### config.mk
export PLATFORM = sky130hd
export DESIGN_NAME = rru_delay
export DESIGN_NICKNAME = d
export VERILOG_FILES = /design/src/rtl/rru_delay.sv
export SDC_FILE = /design/constraint.sdc
export NUM_CORES = 1
export LEC_CHECK = 0
export BUFFER_PORTS_ARGS = -buffer_cell sky130_fd_sc_hd__buf_2
export CAP_MARGIN = 20
export CORE_UTILIZATION = 35
export CTS_BUF_LIST = sky130_fd_sc_hd__clkbuf_16
export DETAILED_ROUTE_END_ITERATION = 7
export GPL_TIMING_DRIVEN = 0
export MAX_ROUTING_LAYER = met4
export SYNTH_ARGS = -nofsm -noshare
export SYNTH_HDL_FRONTEND = slang
export SYNTH_SLANG_ARGS = --single-unit
### constraint.sdc
create_clock -name aclk -period 0.8 [get_ports aclk]
set_input_delay 0.12 -clock aclk [delete_from_list [all_inputs] [get_ports aclk]]
set_output_delay 0.12 -clock aclk [all_outputs]
set_load 0.02 [all_outputs]
### src/rtl/rru_delay.sv
// Enabled delay line for sideband data.
module rru_delay #(
    parameter int W     = 8,
    parameter int DEPTH = 2
) (
    input  logic         aclk,
    input  logic         en,
    input  logic [W-1:0] d_in,
    output logic [W-1:0] d_out
);

    logic [W-1:0] pipe_reg [DEPTH];

    always_ff @(posedge aclk) begin
        if (en) begin
            pipe_reg[0] <= d_in;
            for (int i = 1; i < DEPTH; i++) begin
                pipe_reg[i] <= pipe_reg[i-1];
            end
        end
    end

    assign d_out = pipe_reg[DEPTH-1];

endmodule

# Word level (Yosys, flattened, before mapping)
# Memory sizes are Yosys's and may differ from the RTL's.
# Cells that the tools add are included.
# W data, S select, Z words.
[op_classes]
muxes = 2
[op_table]
columns = ["op", "count"]
rows = [
  ["$mux W1", 2],
]
[totals]
in_bits = 10
out_inout_bits = 8
ram_bits = 16
mem_count = 1
regBits = 0
[mem_list]
columns = ["name", "words", "word_bits", "rd", "rd_ports_with_merged_regs", "write_ports", "line_no", "rtl"]
rows = [
  ["pipe_reg", 2, 8, 2, 0, 2, "12", "logic [W-1:0] pipe_reg [DEPTH];"],
]

# Longest topological paths before layout
# Gate-level depths: netlist of run 1.
[depth]
depth_word = 2
ltp_mapped = 1
mapped_depth_nobuf = 0

# Worst setup path after synthesis of run 1
# OpenSTA, ideal clock, no wires.
[synth_path]
path_type = "register to output"
from = "mem pipe_reg[1][0], in the netlist pipe_reg[0][8]"
to = "out d_out[0]"
stages_incl_launch_ff = 2
required_time_ns = 0.680
arrival_ns = 0.490
slack_ns = 0.190
n_path_buf = 1
path_cell_list = "edfxtp_1 -> buf_4"
[synth_rtl]
columns = ["item", "line_no", "rtl"]
rows = [
  ["start, declared", "12", ""],
  ["end, declared", "9", "output logic [W-1:0] d_out"],
]

==> results of run 1 <==
==> report_power, final <==
part	switching (mW)	internal, mW
logic	0.0595	0.0625
clock network	0.260	0.651
registers	0.0197	0.999
total	0.339	1.71
==> worst min path at each step <==
stage                                to  slack [ns]
2_1_floorplan  pipe_reg[0][0]$_DFFE_PP_        0.22
3_3_place_gp   pipe_reg[0][5]$_DFFE_PP_        0.30
3_5_place_dp   pipe_reg[0][3]$_DFFE_PP_        0.30
4_1_cts        pipe_reg[0][2]$_DFFE_PP_        0.05
5_1_grt        pipe_reg[0][3]$_DFFE_PP_        0.05
6_report       pipe_reg[0][2]$_DFFE_PP_        0.05
==> synth_stat cells <==
cell type  instances
buf_4              8
edfxtp_1          16
==> layer usage <==
layer,global-route usage [%],wire [um]
met5,-,0
met2,10.2,263
met1,4.68,205
met4,9.68,0
met3,1.60,43
==> timing repair <==
item | 4_1_cts | 5_1_grt
resized for setup | 16 | 0
setup endpoints to repair | 8 | 8
endpoints found under the hold margin | 0 | 0
==> kinds of logic (layout without fill, tap and decap cells) <==
family                 Yosys count  in the layout  synth area share (%)
DFF                             16             16                  88.9
buffers and inverters            8             20                  11.1
==> through the flow <==
stage	cell area, um2	TNS, ns
after floorplan	541	0
after global routing	709	-0.752
final	709	-0.611
after global placement	644	0
after detailed placement	644	0
after CTS	709	-0.687
==> cells in the final DEF, fill, tap and decap left out <==
cell type   n
buf_2       9
buf_6       8
clkbuf_16   3
edfxtp_1   16
==> cell type report <==
| class | instances | area [um2] | area share (%) |
|---|---|---|---|
| Timing Repair Buffer | 17 | 135 | 19.0 |
| Tap cell | 15 | 18.8 | 2.65 |
| Sequential cell | 16 | 480 | 67.7 |
| Clock buffer | 3 | 75.1 | 10.6 |
==> results.yml, run 1 <==
logic_synthesis:
  synth_top_area_share_pct: 88.9
  synth_area_leaders: "edfxtp_1, buf_4"
  synth_cells: 24
  synth_seq_cells: 16
  synth-seq-area-share_pct: 88.9
  avgSynthCellArea_um2: 22.5
  synth_area_um2: 541
  synth_area_leader_cell: "edfxtp_1"
  synth.distinct_cells: 2
  syn_nets: 34
  synth_warnings: 0
detailed_routing:
  wl_per_cell_um: 10.0
  drt-initial-drc-count: 0
  wirelength_um: 512
  vias_per_cell: 4.24
  vias: 216
  first_pass_iters: 1
  drtAntennaViolNets: 0
  drc: 0
worst_hold_path:
  holdCritPathClass: "input port to register"
  min_from: "d_in[2]"
  hold_depth: 1
power:
  total_leakage_power_nw: 0.277
  max-vdd-ir-drop_v: 0.00134
  power_per_cell_area_mw_per_mm2: 2890
  total_power_mw: 2.05
placed_design:
  place_congestion: 0.582
  placed_cells: 56
  port_buffers: 17
  preCtsSetupSlack_ns: 0.0461
finish:
  fillers: 126
  final_util_pct: 51.9
  layoutNonFillerInstCount: 51
  final_layout_size_suffix_gt1_share_pct: 55.6
  area_growth_pct: 31.3
  multi_input_gates: 0
  multi_input_area_um2: 0
  largest_reg_flops: 16
  fin_nets: 48
  n_antenna_cell: 0
setup_path:
  reg2reg_to: "pipe_reg[0][11]$_DFFE_PP_"
  r2r_setup_slack_ns: 0.18
  path_class: "register to output pin"
  startpoint: "pipe_reg[0][11]$_DFFE_PP_"
  crit_required_ns: 0.68
  timing.rr.start: "pipe_reg[0][3]$_DFFE_PP_"
  cp.depth: 1
  start_kind: "register"
  cp_max_fo: 1
  crit_slowest_cell: "edfxtp_1"
  worstPathArrival_ns: 0.77
  path_delay_family: "flip-flops"
  cp-endpoint: "d_out[3]"
  crit_buf_inv: 1
  end_kind: "output pin"
  cp_cell_sequence: "buf_6"
  slowest_delay_ns: 0.38
  r2r_cells: 0
floorplan:
  core_area_mm2: 0.00137
  die_w_um: 41.3
  initial_core_util_pct: 39.6
  rows: 13
  io_pins: 18
  dieArea_mm2: 0.00171
  chipHeight_um: 41.3
timing:
  fin_skew_ns: 0.000422
  max_freq_mhz: 1130
  whs_ns: 0.0537
  rsz0062_at_grt: "yes"
  layout_setup_ws_ns: -0.0870
  setup_viol_count_final: 8
  final.min_clock_period_ns: 0.887
  slew_headroom_pct: 78.5
  report.final.slew_viol_count: 0
  hold_viol: 0
  worst_pin_slew_ns: 0.323
  fin_crit_sh_pct: 111
status:
  status: "finished with violations"
  failed_checks: "negative setup slack"
job:
  cap_violations: 0
clock_network:
  postCtsHoldBufs: 0
  cts_inserted_buffers: 3
  post_cts_buffers: 0
  cts_num_sinks: 16
  cts.path.max_buffers: 2
  cts_root_buffer: "clkbuf_16"
  clkTransAtPathRegs_ns: 0.04
  cts_tree: "yes"
  clkLatencyLatePin_ns: 0.24
  htree_levels: 1
grt:
  grt_max_degree: 17
  first_global_vias: 174
  grt_overflow_total: 0
  gr-usage-all-layers_pct: 6.38
  grt_first_pass_wirelength_um: 586
  antenna_found_initial: 0
No activity file was read; power rests on OpenSTA's default activity.
==> run 2, diff against run 1 <==
--- a/config.mk
+++ b/config.mk
@@ -7,11 +7,14 @@
 export LEC_CHECK = 0
 export BUFFER_PORTS_ARGS = -buffer_cell sky130_fd_sc_hd__buf_2
 export CAP_MARGIN = 20
-export CORE_UTILIZATION = 35
+export CELL_PAD_IN_SITES_DETAIL_PLACEMENT = 1
+export CELL_PAD_IN_SITES_GLOBAL_PLACEMENT = 1
+export CORE_UTILIZATION = 34
 export CTS_BUF_LIST = sky130_fd_sc_hd__clkbuf_16
 export DETAILED_ROUTE_END_ITERATION = 7
 export GPL_TIMING_DRIVEN = 0
 export MAX_ROUTING_LAYER = met4
+export PLACE_DENSITY_LB_ADDON = 0.1
 export SYNTH_ARGS = -nofsm -noshare
 export SYNTH_HDL_FRONTEND = slang
 export SYNTH_SLANG_ARGS = --single-unit
==> run 2 against run 1 <==
Sequential power hardly changed. Clock skew hardly changed. Critical path type unchanged. Clock power is 2% lower. Cell area is 0.18% higher. The run still ends with negative setup slack left. Register-to-register slack hardly changed. Power is 0.72% lower. Critical endpoint is now d_out[2]. Worst setup slack better by 0.00059 ns. Maximum frequency hardly changed.
==> results.yml, run 2 (synthesis gave the netlist of run 1 again) <==
setup_path:
  end_kind: "output pin"
  cp_cell_sequence: "buf_6"
  crit_buf_inv: 1
  crit_slowest_cell: "edfxtp_1"
  path_class: "register to output pin"
  worstPathArrival_ns: 0.77
  start_kind: "register"
  path_delay_family: "flip-flops"
  crit_required_ns: 0.68
  cp_max_fo: 1
  slowest_delay_ns: 0.38
clock_network:
  clkTransAtPathRegs_ns: 0.04
  postCtsHoldBufs: 0
  cts_num_sinks: 16
  cts_root_buffer: "clkbuf_16"
  post_cts_buffers: 0
  clkLatencyLatePin_ns: 0.23
  htree_levels: 1
  cts_inserted_buffers: 3
  cts.path.max_buffers: 2
  cts_tree: "yes"
timing:
  hold_viol: 0
  fin_crit_sh_pct: 111
  setup_viol_count_final: 8
  fin_skew_ns: 0.000381
  slew_headroom_pct: 78.4
  rsz0062_at_grt: "yes"
  fin_tns_setup_ns: -0.620
  final.min_clock_period_ns: 0.886
  report.final.slew_viol_count: 0
  worst_pin_slew_ns: 0.325
  layout_setup_ws_ns: -0.0865
  max_freq_mhz: 1130
finish:
  fillers: 146
  largest_reg_flops: 16
  most-common-layout-cells: "edfxtp_1, buf_2, buf_6, clkbuf_16"
  layoutNonFillerInstCount: 52
  layout_commonest_cell: "edfxtp_1"
  multi_input_area_um2: 0
  fin_nets: 48
  multi_input_gates: 0
  area_growth_pct: 31.5
  n_antenna_cell: 0
  final_layout_size_suffix_gt1_share_pct: 55.6
status:
  failed_checks: "negative setup slack"
  status: "finished with violations"
power:
  total_power_mw: 2.04
  total_leakage_power_nw: 0.277
  power_per_cell_area_mw_per_mm2: 2870
  max-vdd-ir-drop_v: 0.00152
detailed_routing:
  first_pass_iters: 2
  drt-initial-drc-count: 1
  vias: 219
  wl_per_cell_um: 9.44
  vias_per_cell: 4.21
  wirelength_um: 491
  drtAntennaViolNets: 0
  drc: 0
placed_design:
  placed_cells: 57
  port_buffers: 17
  place_congestion: 0.554
grt:
  antenna_found_initial: 0
  grt_overflow_total: 0
  grt_first_pass_wirelength_um: 752
  first_global_vias: 190
  gr-usage-all-layers_pct: 6.12
  grt_max_degree: 17
floorplan:
  dieArea_mm2: 0.00175
  core_area_mm2: 0.00149
  chipHeight_um: 41.9
  initial_core_util_pct: 36.3
  die_w_um: 41.9
  io_pins: 18
  rows: 14
job:
  cap_violations: 0
worst_hold_path:
  holdCritPathClass: "input port to register"
[run 2: cell counts in the layout (fill, tap and decap cells not counted)]
Identical to the previous run, type by type.
[run 2: path summary, 6_finish.rpt]
path	startpoint	end	slack, ns	depth (start not counted)
max reg2reg	pipe_reg[0][3]$_DFFE_PP_	pipe_reg[0][11]$_DFFE_PP_	0.18	0
min	d_in[4]	pipe_reg[0][4]$_DFFE_PP_	0.06	1
max	pipe_reg[0][10]$_DFFE_PP_	d_out[2]	-0.09	1
min reg2reg	pipe_reg[0][6]$_DFFE_PP_	pipe_reg[0][14]$_DFFE_PP_	0.41	0
[run 2: power breakdown]
part	switching, mW	total (mW)	internal (mW)
registers	0.0195	1.02	0.999
clock network	0.246	0.896	0.650
logic	0.0597	0.122	0.0625
[run 2: stage by stage]
step	worst slack, ns	util (%)	hold WS [ns]	area, um2
floorplan	0.190	-	0.219	541
global placement	0.0648	43.4	0.296	646
detailed placement	0.0361	43.4	0.299	646
CTS	-0.0996	47.7	0.0548	711
global route	-0.118	47.7	0.0538	711
finish	-0.0865	47.7	0.0581	711
[run 2: cell type report]
cell class / count / area (um2) / area share, %
Clock buffer: 3 / 75.1 / 10.6
Timing Repair Buffer: 17 / 135 / 19.0
Sequential cell: 16 / 480 / 67.6
Tap cell: 16 / 20.0 / 2.82
[run 2: per-layer routing]
metal	vias to the layer above	wire [um]	GRT usage (%)
met5	-	0	-
met4	0	0	5.81
met3	0	47	1.30
met2	18	238	8.13
met1	97	205	7.62
li1	104	-	-
[run 2: what timing repair did]
action,4_1_cts,5_1_grt
setup endpoints to repair,8,8
gates resized for setup,16,0
pin swaps,0,0
==> run 3, diff against run 2 <==
--- a/config.mk
+++ b/config.mk
@@ -7,14 +7,15 @@
 export LEC_CHECK = 0
 export BUFFER_PORTS_ARGS = -buffer_cell sky130_fd_sc_hd__buf_2
 export CAP_MARGIN = 20
-export CELL_PAD_IN_SITES_DETAIL_PLACEMENT = 1
-export CELL_PAD_IN_SITES_GLOBAL_PLACEMENT = 1
-export CORE_UTILIZATION = 34
+export CELL_PAD_IN_SITES_DETAIL_PLACEMENT = 2
+export CELL_PAD_IN_SITES_GLOBAL_PLACEMENT = 2
+export CORE_UTILIZATION = 29
 export CTS_BUF_LIST = sky130_fd_sc_hd__clkbuf_16
 export DETAILED_ROUTE_END_ITERATION = 7
 export GPL_TIMING_DRIVEN = 0
 export MAX_ROUTING_LAYER = met4
 export PLACE_DENSITY_LB_ADDON = 0.1
+export SLEW_MARGIN = 20
 export SYNTH_ARGS = -nofsm -noshare
 export SYNTH_HDL_FRONTEND = slang
 export SYNTH_SLANG_ARGS = --single-unit
==> run 3 against run 2 <==
The flow still finishes with violations (negative setup slack). Sequential share of layout area decreased by 1.4 points. Clock-buffer cell count unchanged. Cell count increased by 19%. Critical path depth unchanged. Critical endpoint is now d_out[5]. Largest power group unchanged.
==> results.yml, run 3 (synthesis gave the netlist of run 1 again) <==
status:
  status: "finished with violations"
  failed_checks: "negative setup slack"
setup_path:
  reg2reg_to: "pipe_reg[0][9]$_DFFE_PP_"
  r2r_setup_slack_ns: 0.17
  path_delay_family: "flip-flops"
  startpoint: "pipe_reg[0][13]$_DFFE_PP_"
  path_class: "register to output pin"
  start_kind: "register"
  slowest_delay_ns: 0.39
  worstPathArrival_ns: 0.78
  crit_buf_inv: 1
  crit_slowest_cell: "edfxtp_1"
  crit_required_ns: 0.68
  r2r_cells: 0
  timing.rr.start: "pipe_reg[0][1]$_DFFE_PP_"
  cp_max_fo: 1
  cp.depth: 1
  cp_cell_sequence: "buf_6"
  cp-endpoint: "d_out[5]"
  end_kind: "output pin"
finish:
  final_util_pct: 41.6
  n_antenna_cell: 0
  most-common-layout-cells: "edfxtp_1, buf_2, buf_6, clkbuf_16, clkinv_1"
  largest_reg_flops: 16
  layoutNonFillerInstCount: 62
  final_layout_size_suffix_gt1_share_pct: 54.1
  area_growth_pct: 34.3
  multi_input_area_um2: 0
  multi_input_gates: 0
  fillers: 159
  layout_commonest_cell: "edfxtp_1"
  fin_nets: 48
power:
  p_switching_uw: 368
  p_int_mw: 1.72
  total_leakage_power_nw: 0.279
  seqPwrFrac_pct: 48.9
  p_clk_share_pct: 45.2
  max-vdd-ir-drop_v: 0.00162
  swShare_pct: 17.6
  p_comb_share_pct: 5.9
  power_per_cell_area_mw_per_mm2: 2880
floorplan:
  io_pins: 18
  die_w_um: 45.2
  initial_core_util_pct: 31.0
  dieArea_mm2: 0.00204
  core_area_mm2: 0.00175
  chipHeight_um: 45.2
  rows: 15
timing:
  final.min_clock_period_ns: 0.904
  worst_pin_slew_ns: 0.336
  max_freq_mhz: 1110
  report.final.slew_viol_count: 0
  rsz0062_at_grt: "yes"
  slew_headroom_pct: 77.6
  setup_viol_count_final: 8
  hold_viol: 0
  fin_skew_ns: 0.000473
  layout_setup_ws_ns: -0.104
  fin_crit_sh_pct: 113
clock_network:
  postCtsHoldBufs: 0
  clkTransAtPathRegs_ns: 0.05
  cts_num_sinks: 16
  htree_levels: 1
  cts.path.max_buffers: 2
  cts_root_buffer: "clkbuf_16"
  cts_tree: "yes"
  cts_inserted_buffers: 3
  clkLatencyLatePin_ns: 0.24
detailed_routing:
  first_pass_iters: 1
  vias: 236
  drc: 0
  drt-initial-drc-count: 0
  drtAntennaViolNets: 0
  vias_per_cell: 3.81
  wirelength_um: 737
  wl_per_cell_um: 11.9
placed_design:
  placed_cells: 66
  port_buffers: 17
  place_congestion: 0.597
grt:
  grt_max_degree: 17
  grt_first_pass_wirelength_um: 1190
  first_global_vias: 262
  antenna_found_initial: 0
  grt_overflow_total: 0
  gr-usage-all-layers_pct: 9.69
worst_hold_path:
  holdCritPathClass: "input port to register"
job:
  cap_violations: 0
[run 3: worst min path at each step]
stage | cells after the start | slack, ns | endpoint | startpoint
2_1_floorplan | 0 | 0.22 | pipe_reg[0][0]$_DFFE_PP_ | d_in[0]
3_3_place_gp | 1 | 0.30 | pipe_reg[0][5]$_DFFE_PP_ | d_in[5]
3_5_place_dp | 1 | 0.30 | pipe_reg[0][7]$_DFFE_PP_ | d_in[7]
4_1_cts | 1 | 0.05 | pipe_reg[0][1]$_DFFE_PP_ | d_in[1]
5_1_grt | 1 | 0.05 | pipe_reg[0][4]$_DFFE_PP_ | d_in[4]
6_report | 1 | 0.05 | pipe_reg[0][7]$_DFFE_PP_ | d_in[7]
[run 3: area by class of cell]
type	instances	area (um2)	share of cell area, %
flip-flops and latches	16	480	66.2
well taps	25	31.3	4.31
repair buffers	17	135	18.6
clock buffers	3	75.1	10.3
clock inverters	1	3.75	0.517
[run 3: power groups by stage]
stage	clock [mW]	combinational, mW	sequential [mW]
finish	0.944	0.124	1.02
global route	1.01	0.133	1.03
CTS	0.968	0.125	1.02
detailed placement	0	0.132	1.03
global placement	0	0.126	1.02
floorplan	0	0.0723	1.02
[run 3: repair_timing]
item | 4_1_cts | 5_1_grt
setup buffers | 0 | 0
setup endpoints to repair | 8 | 8
gates resized for setup | 16 | 0
endpoints found under the hold margin | 0 | 0
[run 3: stage by stage]
step	setup WS (ns)	cell area, um2	hold slack, ns	TNS, ns	total power, mW
finish	-0.104	726	0.0513	-0.726	2.09
CTS	-0.117	726	0.0477	-0.824	2.12
global route	-0.130	726	0.0461	-0.956	2.17
floorplan	0.190	541	0.219	0	1.09
global placement	0.0658	657	0.298	0	1.15
detailed placement	0.0248	657	0.299	0	1.16
[run 3: metal layers]
metal  share of wire (%)  global-route usage [%]  vias up
li1                    -                       -      105
met1                  41                    10.9      111
met2                  50                    13.0       20
met3                 9.2                    6.00        0
met4                   0                    5.45        0
met5                   0                       -        -
